`src/hw/rtl/sync_framed_packet_extractor_top_defines.svh`:
```
// Assertion macros shared by the RTL files of the frame extractor.
`ifndef SYNC_FRAMED_PACKET_EXTRACTOR_TOP_DEFINES_SVH
`define SYNC_FRAMED_PACKET_EXTRACTOR_TOP_DEFINES_SVH

// Same-cycle implication, disabled while reset is asserted.
`define SFPE_ASSERT_HOLD(label, clk, rst_n, ante, cons) \
  label: assert property (@(posedge clk) disable iff (!rst_n) (ante) |-> (cons)) \
    else $error("sfpe: same-cycle check failed");

// Next-cycle implication, disabled while reset is asserted.
`define SFPE_ASSERT_NEXT(label, clk, rst_n, ante, cons) \
  label: assert property (@(posedge clk) disable iff (!rst_n) (ante) |=> (cons)) \
    else $error("sfpe: next-cycle check failed");

`endif

```
`src/hw/rtl/sfpe_pkg.sv`:
```
`timescale 1ns / 1ps

package sfpe_pkg;

  localparam int unsigned HEAD_BYTES_DEF = 2;
  localparam int unsigned TAIL_BYTES_DEF = 2;
  localparam int unsigned MAX_BUFFER_DEF = 65536;

  localparam int unsigned LEN_W     = 16;
  localparam int unsigned PAT_W     = 16;
  localparam int unsigned STATUS_W  = 3;
  localparam int unsigned CFG_IDX_W = 2;

  // register indexes
  localparam logic [CFG_IDX_W-1:0] REG_SYNC_MODE      = 2'd0;
  localparam logic [CFG_IDX_W-1:0] REG_HEAD_PATTERN   = 2'd1;
  localparam logic [CFG_IDX_W-1:0] REG_TAIL_PATTERN   = 2'd2;
  localparam logic [CFG_IDX_W-1:0] REG_PAYLOAD_LENGTH = 2'd3;

  // status codes
  localparam logic [STATUS_W-1:0] ST_OK            = 3'd0;
  localparam logic [STATUS_W-1:0] ST_TOO_SHORT     = 3'd1;
  localparam logic [STATUS_W-1:0] ST_NO_HEAD       = 3'd2;
  localparam logic [STATUS_W-1:0] ST_TAIL_BEYOND   = 3'd3;
  localparam logic [STATUS_W-1:0] ST_TAIL_MISMATCH = 3'd4;

  typedef struct packed {
    logic             sync_mode;
    logic [PAT_W-1:0] head_pattern;
    logic [PAT_W-1:0] tail_pattern;
    logic [LEN_W-1:0] payload_length;
  } cfg_t;

  typedef struct packed {
    logic [STATUS_W-1:0] status;
    logic [LEN_W-1:0]    payload_offset;
    logic [LEN_W-1:0]    payload_size;
  } res_t;

endpackage

```
`src/hw/rtl/sfpe_tracker.sv`:
```
`timescale 1ns / 1ps

`include "sync_framed_packet_extractor_top_defines.svh"

module sfpe_tracker #(
  parameter int unsigned HEAD_BYTES = sfpe_pkg::HEAD_BYTES_DEF,
  parameter int unsigned TAIL_BYTES = sfpe_pkg::TAIL_BYTES_DEF,
  parameter int unsigned MAX_BUFFER = sfpe_pkg::MAX_BUFFER_DEF
) (
  input  logic           clk,
  input  logic           rst_n,
  input  logic           take,
  input  logic [7:0]     data_byte,
  input  logic           buffer_end,
  input  sfpe_pkg::cfg_t cfg,
  output sfpe_pkg::res_t res
);
  import sfpe_pkg::*;

  localparam int unsigned HW    = 8 * HEAD_BYTES;
  localparam int unsigned TW    = 8 * TAIL_BYTES;
  localparam int unsigned CNT_W = $clog2(MAX_BUFFER + 1);
  localparam int unsigned SUM_W = (CNT_W > LEN_W + 1) ? CNT_W : LEN_W + 1;
  localparam int unsigned TI_W  = (TAIL_BYTES > 1) ? $clog2(TAIL_BYTES) : 1;

  localparam logic [1:0] PH_SEARCH = 2'd0;
  localparam logic [1:0] PH_SKIP   = 2'd1;
  localparam logic [1:0] PH_TAIL   = 2'd2;
  localparam logic [1:0] PH_DONE   = 2'd3;

  logic [HW-1:0]    window_r, window_nxt, win_upd;
  logic [CNT_W-1:0] bytes_seen_r, bytes_seen_nxt, cnt_upd;
  logic [1:0]       phase_r, phase_nxt, ph_upd;
  logic [LEN_W-1:0] phase_count_r, phase_count_nxt, pc_upd;
  logic [CNT_W-1:0] payload_start_r, payload_start_nxt, start_upd;
  logic             mismatch_r, mismatch_nxt, mis_upd;

  logic [HW-1:0]    head_ext;
  logic [TW-1:0]    tail_ext;
  logic [TI_W-1:0]  tail_sel;
  logic [7:0]       tail_want;
  logic [SUM_W-1:0] frame_min;
  logic [SUM_W-1:0] cnt_ext;
  logic [STATUS_W-1:0] st;

  // Patterns widened to the window size; bytes above the register are zero.
  for (genvar i = 0; i < HW; i++) begin : g_head
    if (i < PAT_W) begin : g_in
      assign head_ext[i] = cfg.head_pattern[i];
    end else begin : g_zero
      assign head_ext[i] = 1'b0;
    end
  end

  for (genvar i = 0; i < TW; i++) begin : g_tail
    if (i < PAT_W) begin : g_in
      assign tail_ext[i] = cfg.tail_pattern[i];
    end else begin : g_zero
      assign tail_ext[i] = 1'b0;
    end
  end

  // first tail byte sits in the top byte
  assign tail_sel  = TI_W'(TAIL_BYTES - 1) - phase_count_r[TI_W-1:0];
  assign tail_want = 8'(tail_ext >> {tail_sel, 3'b000});

  always_comb begin
    win_upd   = window_r;
    cnt_upd   = bytes_seen_r;
    ph_upd    = phase_r;
    pc_upd    = phase_count_r;
    start_upd = payload_start_r;
    mis_upd   = mismatch_r;
    if (bytes_seen_r < CNT_W'(MAX_BUFFER)) begin
      cnt_upd = bytes_seen_r + 1'b1;
      win_upd = HW'({window_r, data_byte});
      case (phase_r)
        PH_SEARCH: begin
          if (cnt_upd >= CNT_W'(HEAD_BYTES) && win_upd == head_ext) begin
            start_upd = cnt_upd;
            if (cfg.payload_length == '0) begin
              ph_upd = PH_TAIL;
              pc_upd = '0;
            end else begin
              ph_upd = PH_SKIP;
              pc_upd = cfg.payload_length;
            end
          end
        end
        PH_SKIP: begin
          pc_upd = phase_count_r - 1'b1;
          if (pc_upd == '0) ph_upd = PH_TAIL;
        end
        PH_TAIL: begin
          if (tail_want != data_byte) mis_upd = 1'b1;
          pc_upd = phase_count_r + 1'b1;
          if (phase_count_r == LEN_W'(TAIL_BYTES - 1)) ph_upd = PH_DONE;
        end
        default: ;
      endcase
    end
  end

  // Verdict for a buffer ending on this byte.
  assign frame_min = SUM_W'(cfg.payload_length) + SUM_W'(HEAD_BYTES + TAIL_BYTES);
  assign cnt_ext   = SUM_W'(cnt_upd);

  always_comb begin
    if (!cfg.sync_mode) begin
      st = (cnt_ext >= SUM_W'(cfg.payload_length)) ? ST_OK : ST_TOO_SHORT;
    end else if (cnt_ext < frame_min) begin
      st = ST_TOO_SHORT;
    end else if (ph_upd == PH_SEARCH) begin
      st = ST_NO_HEAD;
    end else if (ph_upd != PH_DONE) begin
      st = ST_TAIL_BEYOND;
    end else begin
      st = mis_upd ? ST_TAIL_MISMATCH : ST_OK;
    end
    res.status         = st;
    res.payload_offset = (st == ST_OK && cfg.sync_mode) ? LEN_W'(start_upd) : '0;
    res.payload_size   = (st == ST_OK) ? cfg.payload_length : '0;
  end

  always_comb begin
    if (buffer_end) begin
      window_nxt        = '0;
      bytes_seen_nxt    = '0;
      phase_nxt         = PH_SEARCH;
      phase_count_nxt   = '0;
      payload_start_nxt = '0;
      mismatch_nxt      = 1'b0;
    end else begin
      window_nxt        = win_upd;
      bytes_seen_nxt    = cnt_upd;
      phase_nxt         = ph_upd;
      phase_count_nxt   = pc_upd;
      payload_start_nxt = start_upd;
      mismatch_nxt      = mis_upd;
    end
  end

  always_ff @(posedge clk) begin
    if (!rst_n) begin
      window_r        <= '0;
      bytes_seen_r    <= '0;
      phase_r         <= PH_SEARCH;
      phase_count_r   <= '0;
      payload_start_r <= '0;
      mismatch_r      <= 1'b0;
    end else if (take) begin
      window_r        <= window_nxt;
      bytes_seen_r    <= bytes_seen_nxt;
      phase_r         <= phase_nxt;
      phase_count_r   <= phase_count_nxt;
      payload_start_r <= payload_start_nxt;
      mismatch_r      <= mismatch_nxt;
    end
  end

  `SFPE_ASSERT_NEXT(a_end_clears, clk, rst_n, take && buffer_end, bytes_seen_r == '0 && phase_r == PH_SEARCH)
  `SFPE_ASSERT_HOLD(a_cnt_bound, clk, rst_n, 1'b1, bytes_seen_r <= CNT_W'(MAX_BUFFER))
  `SFPE_ASSERT_HOLD(a_head_seen, clk, rst_n, phase_r != PH_SEARCH, bytes_seen_r >= CNT_W'(HEAD_BYTES))

endmodule

```
`src/hw/rtl/sync_framed_packet_extractor_top.sv`:
```
// Latency: a status appears on out_* the cycle after the last byte of a buffer is accepted.
// Throughput: one byte per cycle while in_stall is low; the byte tracker computes its next state combinationally.
// A single output register decouples the sides; input stalls only while it is full and stalled.
// Reset (rst_n low, synchronous): sync_mode=1, patterns=0, payload_length=256, buffer state
// cleared, no status pending. No clearing pass; bytes are accepted right after reset.
`timescale 1ns / 1ps

`include "sync_framed_packet_extractor_top_defines.svh"

module sync_framed_packet_extractor_top #(
  parameter int unsigned HEAD_BYTES = sfpe_pkg::HEAD_BYTES_DEF,
  parameter int unsigned TAIL_BYTES = sfpe_pkg::TAIL_BYTES_DEF,
  parameter int unsigned MAX_BUFFER = sfpe_pkg::MAX_BUFFER_DEF
) (
  input  logic                              clk,
  input  logic                              rst_n,
  // config write port
  input  logic                              cfg_we,
  input  logic [sfpe_pkg::CFG_IDX_W-1:0]    cfg_index,
  input  logic [sfpe_pkg::PAT_W-1:0]        cfg_data,
  // byte stream in
  input  logic                              in_valid,
  output logic                              in_stall,
  input  logic [7:0]                        in_data_byte,
  input  logic                              in_buffer_end,
  // status out
  output logic                              out_valid,
  input  logic                              out_stall,
  output logic [sfpe_pkg::STATUS_W-1:0]     out_status,
  output logic [sfpe_pkg::LEN_W-1:0]        out_payload_offset,
  output logic [sfpe_pkg::LEN_W-1:0]        out_payload_size
);
  import sfpe_pkg::*;

  cfg_t cfg_r;
  res_t res;      // verdict for the byte being accepted
  res_t out_r;
  logic out_valid_r;
  logic in_acc;

  // Config registers; write them only while no buffer is in flight (the block itself does not enforce this).
  always_ff @(posedge clk) begin
    if (!rst_n) begin
      cfg_r.sync_mode      <= 1'b1;
      cfg_r.head_pattern   <= '0;
      cfg_r.tail_pattern   <= '0;
      cfg_r.payload_length <= LEN_W'(256);
    end else if (cfg_we) begin
      case (cfg_index)
        REG_SYNC_MODE:      cfg_r.sync_mode      <= cfg_data[0];
        REG_HEAD_PATTERN:   cfg_r.head_pattern   <= cfg_data;
        REG_TAIL_PATTERN:   cfg_r.tail_pattern   <= cfg_data;
        REG_PAYLOAD_LENGTH: cfg_r.payload_length <= cfg_data;
        default: ;
      endcase
    end
  end

  // Hold off bytes only when a finished status cannot move on this cycle.
  assign in_stall = out_valid_r & out_stall;
  assign in_acc   = in_valid & ~in_stall;

  sfpe_tracker #(
    .HEAD_BYTES(HEAD_BYTES),
    .TAIL_BYTES(TAIL_BYTES),
    .MAX_BUFFER(MAX_BUFFER)
  ) u_tracker (
    .clk        (clk),
    .rst_n      (rst_n),
    .take       (in_acc),
    .data_byte  (in_data_byte),
    .buffer_end (in_buffer_end),
    .cfg        (cfg_r),
    .res        (res)
  );

  // Output register: loaded on the last byte of a buffer, drained when the
  // downstream transaction completes.
  always_ff @(posedge clk) begin
    if (!rst_n) begin
      out_valid_r <= 1'b0;
    end else if (in_acc && in_buffer_end) begin
      out_valid_r <= 1'b1;
    end else if (!out_stall) begin
      out_valid_r <= 1'b0;
    end
  end

  always_ff @(posedge clk) begin
    if (in_acc && in_buffer_end) begin
      out_r <= res;
    end
  end

  assign out_valid          = out_valid_r;
  assign out_status         = out_r.status;
  assign out_payload_offset = out_r.payload_offset;
  assign out_payload_size   = out_r.payload_size;

  `SFPE_ASSERT_NEXT(a_end_gives_status, clk, rst_n, in_acc && in_buffer_end, out_valid_r)
  `SFPE_ASSERT_NEXT(a_drain, clk, rst_n, out_valid_r && !out_stall && !(in_acc && in_buffer_end), !out_valid_r)
  `SFPE_ASSERT_HOLD(a_fail_zero, clk, rst_n, out_valid_r && out_r.status != ST_OK, out_r.payload_offset == '0 && out_r.payload_size == '0)

endmodule

```
`config.mk`:
```
export PLATFORM = sky130hd
export DESIGN_NAME = sync_framed_packet_extractor_top
export DESIGN_NICKNAME = d
export VERILOG_FILES = /design/src/hw/rtl/sfpe_pkg.sv /design/src/hw/rtl/sfpe_tracker.sv /design/src/hw/rtl/sync_framed_packet_extractor_top.sv
export VERILOG_INCLUDE_DIRS = /design/src /design/src/hw/rtl
export SDC_FILE = /design/constraint.sdc
export NUM_CORES = 1
export LEC_CHECK = 0
export BUFFER_PORTS_ARGS = -buffer_cell sky130_fd_sc_hd__buf_4
export CORE_MARGIN = 2
export CORE_UTILIZATION = 30
export CTS_CLUSTER_DIAMETER = 150
export DETAILED_ROUTE_END_ITERATION = 8
export PLACE_DENSITY = 0.52
export SLEW_MARGIN = 20
export SYNTH_ARGS = -nofsm -noshare
export SYNTH_HDL_FRONTEND = slang
export SYNTH_SLANG_ARGS = --single-unit
```
`constraint.sdc`:
```
create_clock -name clk -period 6 [get_ports clk]
set_input_delay 0.3 -clock clk [delete_from_list [all_inputs] [get_ports clk]]
set_output_delay 0.3 -clock clk [all_outputs]
set_load 0.01 [all_outputs]
```
# --- Word-level counts from Yosys, hierarchy flattened ---
# Index checks and enable logic that the tools add are counted.
classes:
  addsub: 5
  order_cmp: 4
  eq_ne: 11
  shift: 1
  n_mux: 32
  n_bitwise: 3
  reduce_logical: 17
ops:
  columns: ["operator", "n"]
  rows:
  - ["$mux W16", 8]
  - ["$pmux W16 S3", 1]
  - ["$mux W17", 2]
  - ["$logic_not A16 Y1", 2]
  - ["$add A16 B3 Y17 const B", 1]
  - ["$add A17 B1 Y17 const B", 1]
  - ["$ge A17 B16 Y1", 1]
  - ["$ge A17 B2 Y1 const B", 1]
  - ["$lt A17 B17 Y1", 1]
  - ["$lt A17 B17 Y1 const B", 1]
  - ["$add A16 B1 Y16 const B", 1]
  - ["$eq A16 B1 Y1 const B", 1]
  - ["$eq A16 B16 Y1", 1]
  - ["$mux W8", 2]
  - ["$shr A16 B4 Y8", 1]
  - ["$sub A16 B1 Y16 const B", 1]
  - ["$mux W3", 5]
  - ["$mux W2", 6]
  - ["$reduce_and A2 Y1", 5]
  - ["$ne A8 B8 Y1", 1]
  - ["$mux W1", 7]
  - ["$eq A2 B2 Y1 const B", 3]
  - ["$logic_not A2 Y1", 3]
  - ["$pmux W2 S3", 1]
  - ["12 further kinds", 16]
totals:
  ff_bits: 145
  inputBits: 32
  output_inout_bits: 37
  elab_cells: 87

# --- Longest topological paths before layout ---
# Gate-level depths: netlist of the first run.
depth:
  depth_word: 13
  depth_mapped: 22
  ltp_nobuf: 19

# --- Hierarchy ---
# Synthesis of the first run repeated with hierarchy kept, for this count alone.
unflattened:
  hier_cells: 1004
  hier_area_um2: 8813.5
by_module_without_submodules:
  columns: ["module", "instances", "cells_each", "area_each_um2", "seq_area_each_um2"]
  rows:
  - ["sfpe_tracker", 1, 781, 5859.4, 1201.2]
  - ["sync_framed_packet_extractor_top", 1, 223, 2954.1, 2052.0]

# --- Least setup slack after synthesis of the first run ---
# No wires, ideal clock.
synth_path:
  path_type: "register -> register"
  from: "register u_tracker.phase_count_r[0]"
  to: "register out_r (netlist bit out_payload_size[11]), data pin"
  setup_ns: 0.146
  arrival_time_ns: 4.100
  setup_slack_ns: 1.754
  stages_incl_launch_ff: 20
  n_path_buf: 4
  synth_period_minus_slack_ns: 4.246
  cell_sequence: "dfxtp_1 > clkbuf_1 > buf_2 > inv_1 > ha_1 > or3b_2 > nor4_2 > a211oi_1 > or4_1 > a21oi_1 > o21ai_0 > a21o_1 > ha_1 > nor2b_1 > o21ai_0 > nand2_1 > or3_1 > clkbuf_1 > clkbuf_1 > a21oi_1"
synth_between:
  elab_chain_cells: 12
synth_rtl:
  columns: ["item", "line_no", "rtl"]
  rows:
  - ["start, declared", "sfpe_tracker.sv:34", "logic [LEN_W-1:0] phase_count_r, phase_count_nxt, pc_upd;"]
  - ["start signal, assigned", "sfpe_tracker.sv:155", "phase_count_r <= phase_count_nxt;"]
  - ["branches (longest 8 deep; another with $sub A16 B1 Y16)", null, null]
  - ["$mux W3 (*)", "sfpe_tracker.sv:113", "end else if (ph_upd == PH_SEARCH) begin"]
  - ["$mux W3 (*)", "sfpe_tracker.sv:111", "end else if (cnt_ext < frame_min) begin"]
  - ["$mux W3 (*)", "sfpe_tracker.sv:109", "if (!cfg.sync_mode) begin"]
  - ["$logic_not A3 Y1 (*)", "sfpe_tracker.sv:122", "res.payload_size = (st == ST_OK) ? cfg.payload_length : '0;"]
  - ["end signal, assigned", "sync_framed_packet_extractor_top.sv:91", "out_r <= res;"]
  - ["end, declared", "sync_framed_packet_extractor_top.sv:37", "res_t out_r;"]
# Mark *: on every way between the ends.
# A chain may end at the register's enable or synchronous reset.

# --- Worst setup path after layout of the first run ---
layout_path:
  from: "register u_tracker.bytes_seen_r[0]"
  to: "register out_r (netlist bit out_payload_offset[14]), data pin"
layout_between:
  elab_chain_cells: 13
layout_rtl:
  columns: ["item", "line_no", "rtl"]
  rows:
  - ["start, declared", "sfpe_tracker.sv:32", "logic [CNT_W-1:0] bytes_seen_r, bytes_seen_nxt, cnt_upd;"]
  - ["start signal, assigned", "sfpe_tracker.sv:153", "bytes_seen_r <= bytes_seen_nxt;"]
  - ["$add A17 B1 Y17", "sfpe_tracker.sv:75", "cnt_upd = bytes_seen_r + 1'b1;"]
  - ["$ge A17 B2 Y1", "sfpe_tracker.sv:79", "if (cnt_upd >= CNT_W'(HEAD_BYTES) && win_upd == head_ext) begin"]
  - ["$logic_and A1 B1 Y1", "sfpe_tracker.sv:79", null]
  - ["$mux W2", "sfpe_tracker.sv:79", null]
  - ["$pmux W2 S3", "sfpe_tracker.sv:77", "case (phase_r)"]
  - ["$mux W2", "sfpe_tracker.sv:74", "if (bytes_seen_r < CNT_W'(MAX_BUFFER)) begin"]
  - ["$ne A2 B2 Y1", "sfpe_tracker.sv:115", "end else if (ph_upd != PH_DONE) begin"]
  - ["$mux W3", "sfpe_tracker.sv:115", null]
  - ["$mux W3", "sfpe_tracker.sv:113", null]
  - ["$mux W3", "sfpe_tracker.sv:111", null]
  - ["$mux W3", "sfpe_tracker.sv:109", null]
  - ["$logic_not A3 Y1", "sfpe_tracker.sv:121", "res.payload_offset = (st == ST_OK && cfg.sync_mode) ? LEN_W'(start_upd) : '0;"]
  - ["$logic_and A1 B1 Y1", "sfpe_tracker.sv:121", null]
# Several ways; a longest one is shown, not always the timed one.

==> impl_metrics.toml, run 1 <==
[logic_synthesis]
synth-warning-count = 0
async_reset_ff_share_pct = 0
synth_edf_count = 35
synthAdderAreaFrac_pct = 6.51
synth_common_cells = "nand2_1 (155), dfxtp_1 (110), clkbuf_1 (55), nor2_1 (54), xnor2_1 (54)"
postSynthNetCount = 1114
synth_area_leaders = "dfxtp_1 (24%), edfxtp_1 (12%), ha_1 (6.5%)"
netlist.area_leader.share_pct = 24.4
synth_compound_area_share_pct = 19.9
yosysMostFrequentCell = "nand2_1"
synth-xor-area-share_pct = 7.85
synth_top_family_by_area = "simple AND/OR/NAND/NOR gates"
syn_avg_cell_area_um2 = 8.73
synth_ff_type = "dfxtp_1"
synthCells = 1035
synth.mux.area_fraction_pct = 3.32
syn-cell-area_mm2 = 0.00904
synth-seq-cells = 145
synth-simple-area-share_pct = 20.9
synth.distinct_cells = 81
synth-seq-area-share_pct = 36.0
synth_top_cell_by_area = "dfxtp_1"

[worst_setup_path]
reg2reg_from = "u_tracker.bytes_seen_r[0]"
worstPathMaxFanout = 18
cp-startpoint = "u_tracker.bytes_seen_r[0]"
worstSetupEndpointType = "flop"
crit_path_end = "out_payload_offset[14]"
r2r-end = "out_payload_offset[14]"
rr_worst_depth = 20
cp.required_ns = 6.29
crit_path_start_kind = "flop"
ff2ff_setup_slack_ns = 0.96
critPathKind = "reg -> reg"
cp.arrival_ns = 5.33

[die]
die_h_um = 178
die_width_um = 178
placementRows = 63
io_pins = 69
die_area_mm2 = 0.0315
initial_core_util_pct = 30.5
coreArea_mm2 = 0.0296

[cts]
root_buffer = "clkbuf_16"
cts_made_buffers = 17
cts_setup_buffers = 0
ctsLongestPathBuffers = 2
h-tree-depth = 4
holdBufCountCts = 0
clk_pin_slew_worst_paths_ns = 0.07
cts_resized = 0
tritoncts = "built"
clk_latency_ns = 0.44
clkSinkCount = 145

[cells_and_area]
n_antenna_cell = 0
area_delta_synth_final_pct = 14.6
final_design_area_no_fill_mm2 = 0.0104
layout-drive-gt1-share_pct = 13.7
fin_nets = 1132
fillCellCount = 3138

[timing]
worst_slew_pin_slew_ns = 1.10
fin_crit_sh_pct = 84.1
hold_viol = 0
slew_headroom_pct = 25.9
setup_viol = 0
fmax_ghz = 0.198
whs_ns = 0.143
fin_setup_tns_ns = 0
skew_ns = 0.0162
finalCriticalPeriod_ns = 5.04
slew_violations = 0
grt_setup_unrepaired = "false"

[detailed_routing]
drc_errors = 0
ant_nets = 0
firstDrtPassIters = 5
vias = 7571
routed_via_density = 5.20
wl_per_cell_um = 17.9
drt-total-wl_um = 26100
drt_iter0_markers = 539

[power_and_ir_drop]
power_frac_seq_pct = 45.1
leakage_nw = 3.69
power.total_w = 0.00231
ir_worst_vdd_mv = 0.159
p_comb_share_pct = 7.7
p_switching_w = 0.000606
p_per_area_mw_per_mm2 = 223
power_frac_clock_pct = 47.3
p_int_w = 0.00170
switching_share_pct = 26.2

[flow_run]
drv_cap = 0

[global_route]
grt_max_degree = 93
grt_pass1_wl_um = 41400
antenna_found_initial = 1
track_usage_pct = 16.7
globalRoute.totalOverflow = 0
grt_pass1_vias = 7375

[min_path]
hold_class = "in -> reg"
min_from = "cfg_data[0]"

[placement]
gp_congestion = 0.829
portBuffers = 68
dpl-instance-area_mm2 = 0.00974
place_hpwl_um = 18700

[status]
status = "finished, final reports clean"
## critical path, cell delays in order, from the launching register on
cell and delay [ns]:
dfxtp_1 0.51, ha_1 0.37, nand3_2 0.20, nor2_1 0.31
nand3_1 0.11, nor2_1 0.10, nand3_1 0.09, ha_1 0.32
a2111oi_4 0.26, o2111ai_1 0.19, o21ai_1 0.39, or4b_2 0.20
o21ai_0 0.11, a21o_1 0.20, ha_1 0.19, nor2b_1 0.12
o21ai_0 0.09, nand2_1 0.07, or3_1 0.57, buf_4 0.31
nor2_1 0.15
## logic make-up (layout without fill, tap and decap cells)
| group | after synthesis | count (layout) |
|---|---|---|
| buf+inv | 113 | 144 |
| compound gates | 239 | 239 |
| simple gates | 380 | 380 |
| fa+ha+maj | 47 | 47 |
| xor+xnor | 81 | 81 |
| mux | 30 | 30 |
| flops | 145 | 145 |
## final cells by class
class                           instances  area (um^2)  share of cell area, %
Inverter                               33          124                   1.20
Sequential cell                       145         3250                   31.4
Multi-Input combinational cell        777         5290                   51.1
Timing Repair Buffer                   79          613                   5.92
Tap cell                              390          488                   4.71
Clock inverter                         14          140                   1.35
Clock buffer                           18          450                   4.35
## stage by stage
stage	setup WS [ns]	instances	util, %
after floorplan	1.75	1035	-
after detailed placement	1.02	1423	32.9
after global routing	0.488	1456	34.9
after CTS	0.976	1455	34.8
final	0.957	1456	34.9
after global placement	1.12	1423	32.9
## per-layer routing
layer	up-vias	track usage, %	wire (um)	part of all wire (%)
li1	3717	-	-	-
met4	0	4.58	433	1.7
met1	3635	24.1	12800	49
met2	188	25.9	11500	44
met5	-	0	0	0
met3	31	2.53	1310	5.0
## how the worst min path moves through the flow
stage,end,slack [ns],depth (start not counted)
floorplan,cfg_r[48],0.43,2
global placement,u_tracker.payload_start_r[2],0.44,2
detailed placement,u_tracker.payload_start_r[2],0.45,2
CTS,cfg_r[48],0.13,3
global route,cfg_r[23],0.14,3
finish,cfg_r[48],0.14,3
## registers in the layout, summed over array words and instances (netlist names)
name,flops
cfg_r,49
out_payload_offset,16
out_payload_size,16
out_status,3
out_valid,1
u_tracker.bytes_seen_r,17
u_tracker.mismatch_r,1
u_tracker.payload_start_r,16
u_tracker.phase_count_r,16
u_tracker.phase_r,2
u_tracker.window_r,8
## power by group through the flow
stage,sequential (W),clock (W),combinational (W)
2_1_floorplan,0.00106,0,0.0000953
3_3_place_gp,0.00106,0,0.000175
3_5_place_dp,0.00106,0,0.000175
4_1_cts,0.00104,0.00111,0.000176
5_1_grt,0.00104,0.00115,0.000195
6_report,0.00104,0.00109,0.000178
## placed cells by master (no fill, tap or decap), types with 5 or more instances in the layout
cell / count
mux2i_1: 30
nand2_1: 155
o22ai_2: 10
nand3_1: 23
a32oi_1: 13
a22oi_1: 21
ha_1: 47
nor3_1: 20
nor4_1: 12
a211oi_1: 7
and3_1: 7
buf_4: 78
o22ai_1: 7
xor2_1: 27
or3_1: 6
clkbuf_16: 18
edfxtp_1: 35
dfxtp_1: 110
nand4_1: 18
a21o_1: 11
a21oi_1: 40
or4_1: 6
and4_1: 6
xnor2_1: 54
o221ai_1: 5
o21ai_0: 26
nor2b_1: 40
a21boi_0: 48
nand2b_1: 5
inv_6: 6
inv_1: 32
nor2_1: 52
Power figures use the tool's default switching activity.
==> run 2, diff against run 1 <==
Settings changed: PLACE_DENSITY 0.52 to 0.53.
Clock period 6 ns to 4.5 ns, I/O delays scaled along.
==> run 2 against run 1 <==
Effect of this change:
- non-clock buffer count increased by 22
- via count up 1.2%
- core utilization is 0.68 points higher
- die area stayed put
- register-to-register slack worse by 0.58 ns
- critical endpoint is now out_status[0]
- critical path type unchanged
- first-iteration DRC count rose by 11%
- maximum frequency is 22% higher
- critical path depth is 8 lower
- final area up 1.9%
- sequential power rose by 33%
- largest cell class unchanged
- total power up 36%
==> impl_metrics.toml, run 2 (synthesis results as in run 1) <==
[power_and_ir_drop]
leakage_nw = 3.83
power_frac_clock_pct = 48.2
ir_worst_vdd_mv = 0.231
p_switching_w = 0.000830
power_frac_seq_pct = 44.1
p_per_area_mw_per_mm2 = 297
p_comb_share_pct = 7.7
p_int_w = 0.00231
switching_share_pct = 26.4

[die]
io_pins = 69
initial_core_util_pct = 30.5
die_h_um = 178
die_area_mm2 = 0.0315
die_width_um = 178
coreArea_mm2 = 0.0296
placementRows = 63

[placement]
gp_congestion = 0.866
dp.cells = 1444
place_hpwl_um = 18600
portBuffers = 68

[timing]
grt_setup_unrepaired = "false"
fin_setup_tns_ns = 0
fmax_ghz = 0.243
worst_slew_pin_slew_ns = 1.05
setup_viol = 0
slew_headroom_pct = 29.2
slew_violations = 0
finalCriticalPeriod_ns = 4.12
fin_crit_sh_pct = 91.6
skew_ns = 0.0114
hold_viol = 0

[detailed_routing]
vias = 7659
wl_per_cell_um = 17.7
firstDrtPassIters = 5
drt_iter0_markers = 599
drc_errors = 0
drt-total-wl_um = 26200
routed_via_density = 5.18
ant_nets = 0

[cells_and_area]
instances_no_fill = 1478
reg_top3 = "cfg_r (49), u_tracker.bytes_seen_r (17)"
mostFrequentLayoutCells = "nand2_1 (155), dfxtp_1 (109), buf_4 (99)"
n_antenna_cell = 0
post-route-util_pct = 35.6
largest_reg_flops = 49
fin_nets = 1154
area_delta_synth_final_pct = 16.8
layout-drive-gt1-share_pct = 15.6
layout_commonest_cell = "nand2_1"
regMostFlops = "cfg_r"

[worst_setup_path]
crit_path_start_kind = "flop"
path_buf_inv = 0
cp.arrival_ns = 4.31
worstSetupEndpointType = "flop"
worstPathMaxFanout = 17
cp_slowest_cell = "or3_1"
cp.required_ns = 4.68
cp_top_family = "simple AND/OR/NAND/NOR gates"
crit_path_frequent_cell = "nand2_1"
cp_slowest_stage_delay_ns = 0.63
crit_chain = "nand3_2, or2_1, nor2_1, nand2_1, xnor2_1, ha_1, nand4_1, or4_1, nand2_1, a31oi_1, or3_1, o21a_1"
critPathKind = "reg -> reg"

[global_route]
track_usage_pct = 17.1
antenna_found_initial = 0
grt_max_degree = 98
globalRoute.totalOverflow = 0
grt_pass1_wl_um = 42000
grt_pass1_vias = 7374

[flow_run]
drv_cap = 0

[status]
status = "finished, final reports clean"

[cts]
clkSinkCount = 145
cts_made_buffers = 17
root_buffer = "clkbuf_16"
tritoncts = "built"
ctsLongestPathBuffers = 2
h-tree-depth = 4
clk_pin_slew_worst_paths_ns = 0.07
clk_latency_ns = 0.44
holdBufCountCts = 0

[min_path]
hold_class = "in -> reg"
## run 2: changes by cell type in the layout (fill, tap and decap cells not counted), moves of 2 or more
cell	before	now
buf_4	78	99
clkinv_4	4	1
inv_6	6	4
inv_8	1	6
## run 2: path summary, 6_finish.rpt
| path | from | endpoint | slack (ns) | depth (start not counted) |
|---|---|---|---|---|
| worst min-delay path | cfg_data[0] | cfg_r[48] | 0.06 | 3 |
| worst max register to register | u_tracker.bytes_seen_r[2] | out_status[0] | 0.38 | 12 |
| worst min register to register | u_tracker.payload_start_r[2] | u_tracker.payload_start_r[2] | 0.45 | 2 |
| worst max-delay path | u_tracker.bytes_seen_r[2] | out_status[0] | 0.38 | 12 |
## run 2: power groups by stage
stage	sequential, W	combinational (W)	clock (W)
final	0.00138	0.000241	0.00151
after floorplan	0.00141	0.000127	0
after global placement	0.00141	0.000238	0
after CTS	0.00138	0.000240	0.00154
after global routing	0.00139	0.000264	0.00160
after detailed placement	0.00141	0.000239	0
## run 2: cell type report
type,instances,area [um^2]
clock buffer,17,425
clock inverter,15,184
sequential,145,3250
inverter,33,124
timing repair buffer,101,791
multi-input combinational,777,5290
tap,390,488
fill,3124,19100
## run 2: repair_timing
item	CTS	global route
setup endpoints to repair	0	32
gates resized for setup	0	2
setup buffers	0	1
## run 2: worst register-to-register path: stages (launching register included)
cell	delay, ns
dfxtp_1	0.53
nand3_2	0.20
or2_1	0.40
nor2_1	0.34
nand2_1	0.13
xnor2_1	0.21
ha_1	0.34
nand4_1	0.18
or4_1	0.56
nand2_1	0.08
a31oi_1	0.05
or3_1	0.63
o21a_1	0.24
## run 2: stage by stage
step / worst slack, ns / power [W] / hold slack (ns) / cell area, um^2
finish: 0.379 / 0.00314 / 0.0577 / 10600
global route: 0.0613 / 0.00325 / 0.0643 / 10600
CTS: 0.0803 / 0.00316 / 0.0493 / 10500
detailed placement: 0.119 / 0.00165 / 0.446 / 9910
global placement: 0.251 / 0.00165 / 0.440 / 9910
floorplan: 0.254 / 0.00154 / 0.353 / 9040
## run 2: layer usage
layer / global-route usage [%] / vias up / routed length, um
li1: - / 3766 / -
met5: 0 / - / 0
met3: 2.91 / 20 / 1210
met4: 3.93 / 0 / 295
met1: 24.5 / 3693 / 12900
met2: 26.6 / 180 / 11700
